$ cat config.mk
export PLATFORM = sky130hd
export DESIGN_NAME = kts_ctrl
export DESIGN_NICKNAME = d
export VERILOG_FILES = /design/src/hdl/kts_pkg.sv /design/src/hdl/kts_ctrl.sv
export SDC_FILE = /design/constraint.sdc
export NUM_CORES = 1
export LEC_CHECK = 0
export BUFFER_PORTS_ARGS = -buffer_cell sky130_fd_sc_hd__buf_4
export CAP_MARGIN = 30
export CORE_ASPECT_RATIO = 1.75
export CORE_MARGIN = 2
export CORE_UTILIZATION = 57
export CTS_BUF_LIST = sky130_fd_sc_hd__clkbuf_8
export DETAILED_ROUTE_END_ITERATION = 10
export PLACE_DENSITY = 0.93
export SYNTH_ARGS = -nofsm -noshare
export SYNTH_HDL_FRONTEND = slang
export SYNTH_SLANG_ARGS = --single-unit
$ cat constraint.sdc
create_clock -name clock -period 3.7 [get_ports clock]
set_input_delay 0.74 -clock clock [delete_from_list [all_inputs] [get_ports clock]]
set_output_delay 0.74 -clock clock [all_outputs]
set_load 0.01 [all_outputs]
$ cat src/hdl/kts_pkg.sv
package kts_pkg;

   localparam int MAX_KEYS = 64;
   localparam int IDX_W    = $clog2(MAX_KEYS);
   localparam int SEG_W    = 6;
   localparam int COUNT_W  = 7;
   localparam int FRAC_W   = 16;
   localparam int STEP_W   = $clog2(FRAC_W);

   localparam logic [STEP_W-1:0] DIV_LAST   = STEP_W'(FRAC_W - 1);
   localparam logic [STEP_W-1:0] BLEND_LAST = STEP_W'(3);

   localparam logic OP_WRITE  = 1'b0;
   localparam logic OP_SAMPLE = 1'b1;

   localparam logic [1:0] COMP_X = 2'd0;
   localparam logic [1:0] COMP_Y = 2'd1;
   localparam logic [1:0] COMP_Z = 2'd2;

   localparam logic [COUNT_W-1:0] KEY_COUNT_RESET = COUNT_W'(1);

   typedef struct packed {
      logic               opcode;
      logic [5:0]         key_slot;
      logic [31:0]        key_time;
      logic signed [31:0] key_x;
      logic signed [31:0] key_y;
      logic signed [31:0] key_z;
      logic [31:0]        query_time;
   } req_type;

   typedef struct packed {
      logic signed [31:0] out_x;
      logic signed [31:0] out_y;
      logic signed [31:0] out_z;
      logic [SEG_W-1:0]   segment;
      logic               held;
   } rsp_type;

   typedef struct packed {
      logic [31:0]        key_time;
      logic signed [31:0] key_x;
      logic signed [31:0] key_y;
      logic signed [31:0] key_z;
   } key_type;

   typedef enum logic [2:0] {
      ST_IDLE,
      ST_LOAD0,
      ST_SCAN,
      ST_DIVIDE,
      ST_BLEND,
      ST_FINISH
   } state_type;

   typedef struct packed {
      logic             wr_en;
      logic             latch_req;
      logic             rd_en;
      logic [IDX_W-1:0] rd_addr;
      logic             prev_load;
      logic             div_load;
      logic             div_step;
      logic             mul_en;
      logic [1:0]       mul_sel;
      logic             acc_en;
      logic             emit_held;
      logic             emit_blend;
      logic [SEG_W-1:0] seg;
   } cmd_type;

   typedef struct packed {
      logic q_lt_cur;
   } status_type;

   // key index to the 6-bit segment field (truncates or zero-extends)
   function automatic logic [SEG_W-1:0] to_seg(input logic [IDX_W-1:0] idx);
      logic [IDX_W+SEG_W-1:0] wide;
      wide = {{SEG_W{1'b0}}, idx};
      return wide[SEG_W-1:0];
   endfunction

   // index of the last valid key: zero count acts as one, large counts saturate
   function automatic logic [IDX_W-1:0] last_index(input logic [COUNT_W-1:0] kc);
      logic [31:0] k32;
      logic [31:0] last;
      k32 = {{(32-COUNT_W){1'b0}}, kc};
      if (k32 == 32'd0) begin
         last = 32'd0;
      end else if (k32 > 32'(MAX_KEYS)) begin
         last = 32'(MAX_KEYS - 1);
      end else begin
         last = k32 - 32'd1;
      end
      return last[IDX_W-1:0];
   endfunction

endpackage

$ cat src/hdl/kts_ctrl.sv
module kts_ctrl
   import kts_pkg::*;
(
   input  logic               clock,
   input  logic               reset,
   input  logic               start,
   input  logic               req_opcode,
   output logic               busy,
   input  logic               csr_valid,
   output logic               csr_ready,
   input  logic [COUNT_W-1:0] csr_wdata,
   input  status_type         status,
   output cmd_type            cmd
);

   state_type          state_ff;
   state_type          state_in;
   logic [IDX_W-1:0]   idx_ff;
   logic [IDX_W-1:0]   idx_in;
   logic [STEP_W-1:0]  step_ff;
   logic [STEP_W-1:0]  step_in;
   logic [COUNT_W-1:0] kc_ff;
   logic [COUNT_W-1:0] kc_in;

   logic             accept;
   logic [IDX_W-1:0] last;

   assign busy      = (state_ff != ST_IDLE);
   assign csr_ready = !busy;
   assign accept    = start && !busy;
   assign last      = last_index(kc_ff);

   always_ff @(posedge clock) begin
      if (reset) begin
         state_ff <= ST_IDLE;
         idx_ff   <= '0;
         step_ff  <= '0;
         kc_ff    <= KEY_COUNT_RESET;
      end else begin
         state_ff <= state_in;
         idx_ff   <= idx_in;
         step_ff  <= step_in;
         kc_ff    <= kc_in;
      end
   end

   // next state
   always_comb begin
      state_in = state_ff;
      unique case (state_ff)
         ST_IDLE: begin
            if (accept && (req_opcode == OP_SAMPLE)) begin
               state_in = ST_LOAD0;
            end
         end
         ST_LOAD0: begin
            state_in = (last == '0) ? ST_IDLE : ST_SCAN;
         end
         ST_SCAN: begin
            priority if (status.q_lt_cur) begin
               state_in = ST_DIVIDE;
            end else if (idx_ff == last) begin
               state_in = ST_IDLE;
            end
         end
         ST_DIVIDE: begin
            if (step_ff == DIV_LAST) begin
               state_in = ST_BLEND;
            end
         end
         ST_BLEND: begin
            if (step_ff == BLEND_LAST) begin
               state_in = ST_FINISH;
            end
         end
         ST_FINISH: begin
            state_in = ST_IDLE;
         end
         default: begin
            state_in = ST_IDLE;
         end
      endcase
   end

   // outputs and counters
   always_comb begin
      cmd     = '0;
      idx_in  = idx_ff;
      step_in = step_ff;
      kc_in   = kc_ff;
      if (csr_valid && csr_ready) begin
         kc_in = csr_wdata;
      end
      unique case (state_ff)
         ST_IDLE: begin
            if (accept) begin
               cmd.wr_en     = (req_opcode == OP_WRITE);
               cmd.latch_req = (req_opcode == OP_SAMPLE);
               cmd.rd_en     = (req_opcode == OP_SAMPLE);
               cmd.rd_addr   = '0;
               idx_in        = '0;
            end
         end
         ST_LOAD0: begin
            if (last == '0) begin
               cmd.emit_held = 1'b1;
               cmd.seg       = '0;
            end else begin
               cmd.prev_load = 1'b1;
               cmd.rd_en     = 1'b1;
               cmd.rd_addr   = IDX_W'(1);
               idx_in        = IDX_W'(1);
            end
         end
         ST_SCAN: begin
            priority if (status.q_lt_cur) begin
               cmd.div_load = 1'b1;
               cmd.seg      = to_seg(idx_ff - 1'b1);
               step_in      = '0;
            end else if (idx_ff == last) begin
               cmd.emit_held = 1'b1;
               cmd.seg       = to_seg(idx_ff);
            end else begin
               cmd.prev_load = 1'b1;
               cmd.rd_en     = 1'b1;
               cmd.rd_addr   = idx_ff + 1'b1;
               idx_in        = idx_ff + 1'b1;
            end
         end
         ST_DIVIDE: begin
            cmd.div_step = 1'b1;
            step_in      = (step_ff == DIV_LAST) ? '0 : step_ff + 1'b1;
         end
         ST_BLEND: begin
            cmd.mul_en  = (step_ff != BLEND_LAST);
            cmd.mul_sel = step_ff[1:0];
            cmd.acc_en  = (step_ff != '0);
            step_in     = step_ff + 1'b1;
         end
         ST_FINISH: begin
            cmd.emit_blend = 1'b1;
         end
         default: begin
            cmd = '0;
         end
      endcase
   end

endmodule

---- After elaboration in Yosys (flattened, before gate mapping) ----
Cells that the tools add are included.
storage, ports and cells
  bits in registers ....................... 20
  bits of input ports ..................... 13
  output and inout bits ................... 26
  word-level logic and storage cells ...... 78
operators by class
  add/subtract/negate cells ............... 4
  $lt $le $gt $ge ......................... 1
  equality and inequality tests ........... 18
  muxes and demuxes ....................... 36
  bitwise gates (word level) .............. 1
  reduce and logical (&&, ||, !) cells .... 14
operator list
  operator                                              count
  2-to-1 mux 6 bit                                      9
  2-to-1 mux 8 bit                                      3
  one-hot mux 7 bit (3 select lines)                    1
  one-hot mux 6 bit (3 select lines)                    1
  inequality test 2 bit, second input constant          8
  2-to-1 mux 3 bit                                      5
  one-hot mux 3 bit (5 select lines)                    1
  2-to-1 mux 4 bit                                      3
  one-hot mux 4 bit (3 select lines)                    1
  subtractor 6 x 1 -> 6 bit, second input constant      2
  2-to-1 mux 9 bit                                      1
  nonzero test 3 bit                                    3
  greater-than comparator 7 bit, second input constant  1
  zero test 7 bit                                       1
  2-to-1 mux 1 bit                                      7
  adder 6 x 1 -> 6 bit, second input constant           1
  == test 3 x 2 -> 1 bit, second input constant         2
  == test 3 bit, second input constant                  2
  == test 6 bit                                         1
  zero test 6 bit                                       1
  AND reduction 5 bit                                   1
  adder 4 x 1 -> 4 bit, second input constant           1
  == test 4 x 2 -> 1 bit, second input constant         1
  == test 4 bit, second input constant                  1
  other kinds (12)                                      16

---- Depth between registers and ports, before layout ----
  word-level depth ........................ 7
  depth in mapped cells ................... 11
  depth with buffers taken out ............ 9

---- Worst setup path before layout ----
Ideal clock, no wire load.
  kind .................................... reg-to-output
  start point ............................. reg kc_ff[0]
  end point ............................... out cmd[2] in the netlist's numbering
  arrival ................................. 2.483 ns
  data required time ...................... 2.960 ns
  slack ................................... 0.477 ns
  stages on the path, launching flop included .. 11
  path buffers ............................ 1
  path through ............................ dfxtp_1 -> inv_1 -> ha_1 -> or3b_2 -> a21oi_1 -> nor3_1 -> nor4_1 -> and4_4 -> buf_6 -> nand2_4 -> a311oi_1
RTL lines
  item                    line            text
  from (decl)             kts_ctrl.sv:22  logic [COUNT_W-1:0] kc_ff;
  from (signal assigned)  kts_ctrl.sv:43  kc_ff <= kc_in;
  to (decl)               kts_ctrl.sv:13  output cmd_type cmd

==> flow_summary.yaml <==
setup_path:
  rr_worst_depth: 9
  arrival_ns: 2.90
  rr_startpoint: "kc_ff[0]"
  required_ns: 2.96
  crit_path_end_kind: "output pin"
  cp_max_fo: 7
  critPathKind: "flip-flop to output pin"
  startpoint: "kc_ff[0]"
  critPathLaunchType: "flip-flop"
timing:
  hold_viol: 0
  fin_hold_ws_ns: 0.509
  min_period_over_period_pct: 98.4
  setup_slack_ns: 0.0610
  worst_pin_slew_ns: 0.588
  tns_ns: 0
  post-route-min-period_ns: 3.64
  fin_worst_skew_ns: 0.00393
  max_freq_ghz: 0.275
  slew_headroom_pct: 60.5
  setup_viol: 0
  slew_viol_final: 0
route:
  drt_iter0_markers: 124
  dr_total_vias: 2197
  wl_per_cell_um: 16.6
  dr.pass1.iters: 5
  detail_route.vias_per_cell: 6.46
  ant_nets: 0
  wirelength_mm: 5.65
  drc_errors: 0
power:
  pwr-share-clk_pct: 14.9
  leakage_uw: 0.000906
  power_density_nw_per_um2: 653
  pwr-share-seq_pct: 21.8
  switchingPower_uw: 695
  p_comb_share_pct: 63.3
  vdd.ir_drop.worst_v: 0.000478
  intPower_uw: 798
  swShare_pct: 46.6
global_route:
  antenna_found_initial: 0
  grt_pass1_wl_mm: 8.32
  grt_usage_pct: 29.7
  grt_max_degree: 17
  overflow: 0
  grt_pass1_vias: 1932
finish:
  layoutNonFillerInstCount: 340
  seq_area_um2: 404
  syn_to_final_growth_pct: 20.3
  final_util_pct: 72.0
  drive_gt1_share_pct: 26.3
  final_common_cell: "buf_4"
  fillers: 242
  nets: 317
  diodes: 0
  multi_input_area_um2: 1360
  layout_common_cells: "buf_4, nand2_1, nor2_1, a21oi_1"
hold_path:
  min_path_type: "flip-flop to flip-flop"
  hold_start: "kc_ff[1]"
  min_path_cells: 2
synthesis:
  yosys_warnings: 0
  synthArstFlopShare_pct: 0
  netlist_instances: 266
  synth_area_um2: 1900
  synth_ff_type: "dfxtp_1"
  syn_avg_cell_area_um2: 7.15
  yosysUniqueCellTypes: 59
  seq_area_frac_synth_pct: 21.1
  synth-edff-count: 0
  syn-num-nets: 285
  ys_ff_latch: 20
floorplanning:
  dieWidth_um: 47.7
  fp.dieH_um: 80.4
  rows: 27
  die_area_um2: 3830
  initial_core_util_pct: 59.9
  io-pin-count: 39
  core_um2: 3180
run:
  drv_cap: 0
placed_design:
  numPortBuffers: 38
  dp_hpwl_mm: 3.82
  gp_congestion: 1.00
  pre_cts_slack_ns: 0.250
  dp.cells: 332
cts:
  clockBufferDepth: 2
  clk_pin_slew_ns: 0.08
  insertion_delay_ns: 0.27
  htreeDepth: 1
  hold_buffers: 0
  cts_inserted_buffers: 3
  tritoncts: "built"
  numClockSinks: 20
  cts-root-buf: "clkbuf_8"
status:
  status: "complete, no violations"
[stage by stage]
step           power, uW  cell area [um2]
2_1_floorplan        929             1900
3_3_place_gp        1110             2100
3_5_place_dp        1130             2100
4_1_cts             1370             2180
5_1_grt             1580             2290
6_report            1490             2290
[power groups by stage]
stage	Combinational [uW]	Sequential, uW	Clock (uW)
after floorplan	647	282	0
after global placement	795	317	0
after detailed placement	810	321	0
after CTS	830	315	222
after global routing	1020	332	233
final	945	325	223
[metal layers]
metal | up-vias | GRT usage (%) | part of all wire [%]
li1 | 1025 | - | -
met1 | 1009 | 32.8 | 36
met2 | 143 | 51.5 | 53
met3 | 20 | 4.94 | 7.7
met4 | 0 | 14.1 | 3.6
met5 | - | 0 | 0
[worst max-delay path, cell delays in order, from the launching register on]
cell,delay [ns]
dfxtp_2,0.35
inv_4,0.09
ha_4,0.16
or4b_4,0.47
a211oi_2,0.22
and2b_2,0.27
xnor2_2,0.19
and4_4,0.34
nor2_2,0.07
or3_1,0.30
buf_4,0.15
[cell type report]
class	count	area share [%]
Multi-Input combinational cell	210	59.3
Timing Repair Buffer	43	14.1
Clock inverter	1	1.31
Clock buffer	3	1.81
Inverter	20	3.39
Tap cell	43	2.35
Sequential cell	20	17.7
[cells by family (layout without fill, tap and decap cells)]
family / Yosys count / in the layout / synth area share, %
buffers and inverters: 37 / 67 / 12.0
xor gates and xnor gates: 8 / 8 / 4.08
DFF: 20 / 20 / 21.1
adders and majority gates: 6 / 6 / 3.95
AOI/OAI and AO/OA: 73 / 73 / 25.7
and+or+nand+nor: 122 / 123 / 33.2
[registers in the layout (all words and copies together) (netlist names)]
signal and flops:
kc_ff 7, step_ff 4, idx_ff 6, state_ff 3
[Yosys cell counts, types with 2 or more instances]
library cell / count / area, um2
nor3_1: 9 / 45.0
a31oi_1: 6 / 37.5
a21oi_1: 25 / 125
nor2_1: 28 / 105
o41ai_1: 2 / 17.5
buf_2: 2 / 10.0
o211ai_1: 7 / 52.6
o21a_1: 2 / 15.0
nand3_1: 10 / 50.1
or3_1: 3 / 18.8
a32oi_1: 2 / 17.5
inv_1: 19 / 71.3
nand2_1: 36 / 135
or4_1: 4 / 30.0
a221oi_2: 2 / 30.0
or2_2: 2 / 12.5
xnor2_1: 6 / 52.6
clkbuf_1: 5 / 18.8
nor4_1: 3 / 18.8
o32ai_1: 2 / 17.5
ha_1: 6 / 75.1
buf_6: 4 / 45.0
nand4_1: 5 / 31.3
nand2b_1: 5 / 31.3
a21o_1: 2 / 15.0
dfxtp_1: 20 / 400
o21ai_0: 10 / 50.1
clkbuf_8: 5 / 68.8
and3_1: 2 / 12.5
a211oi_1: 3 / 22.5
[final timing paths]
check / to / slack, ns
max: cmd[21] / 0.06
min: kc_ff[1] / 0.51
max reg2reg: idx_ff[3] / 0.97
min reg2reg: kc_ff[1] / 0.51
[timing repair]
action / 4_1_cts / 5_1_grt
setup endpoints to repair: 8 / 15
gates cloned: 0 / 1
resized for setup: 2 / 19
pin swaps: 1 / 4
setup buffers: 1 / 2
Note: power is estimated with default switching activity, not from simulation.
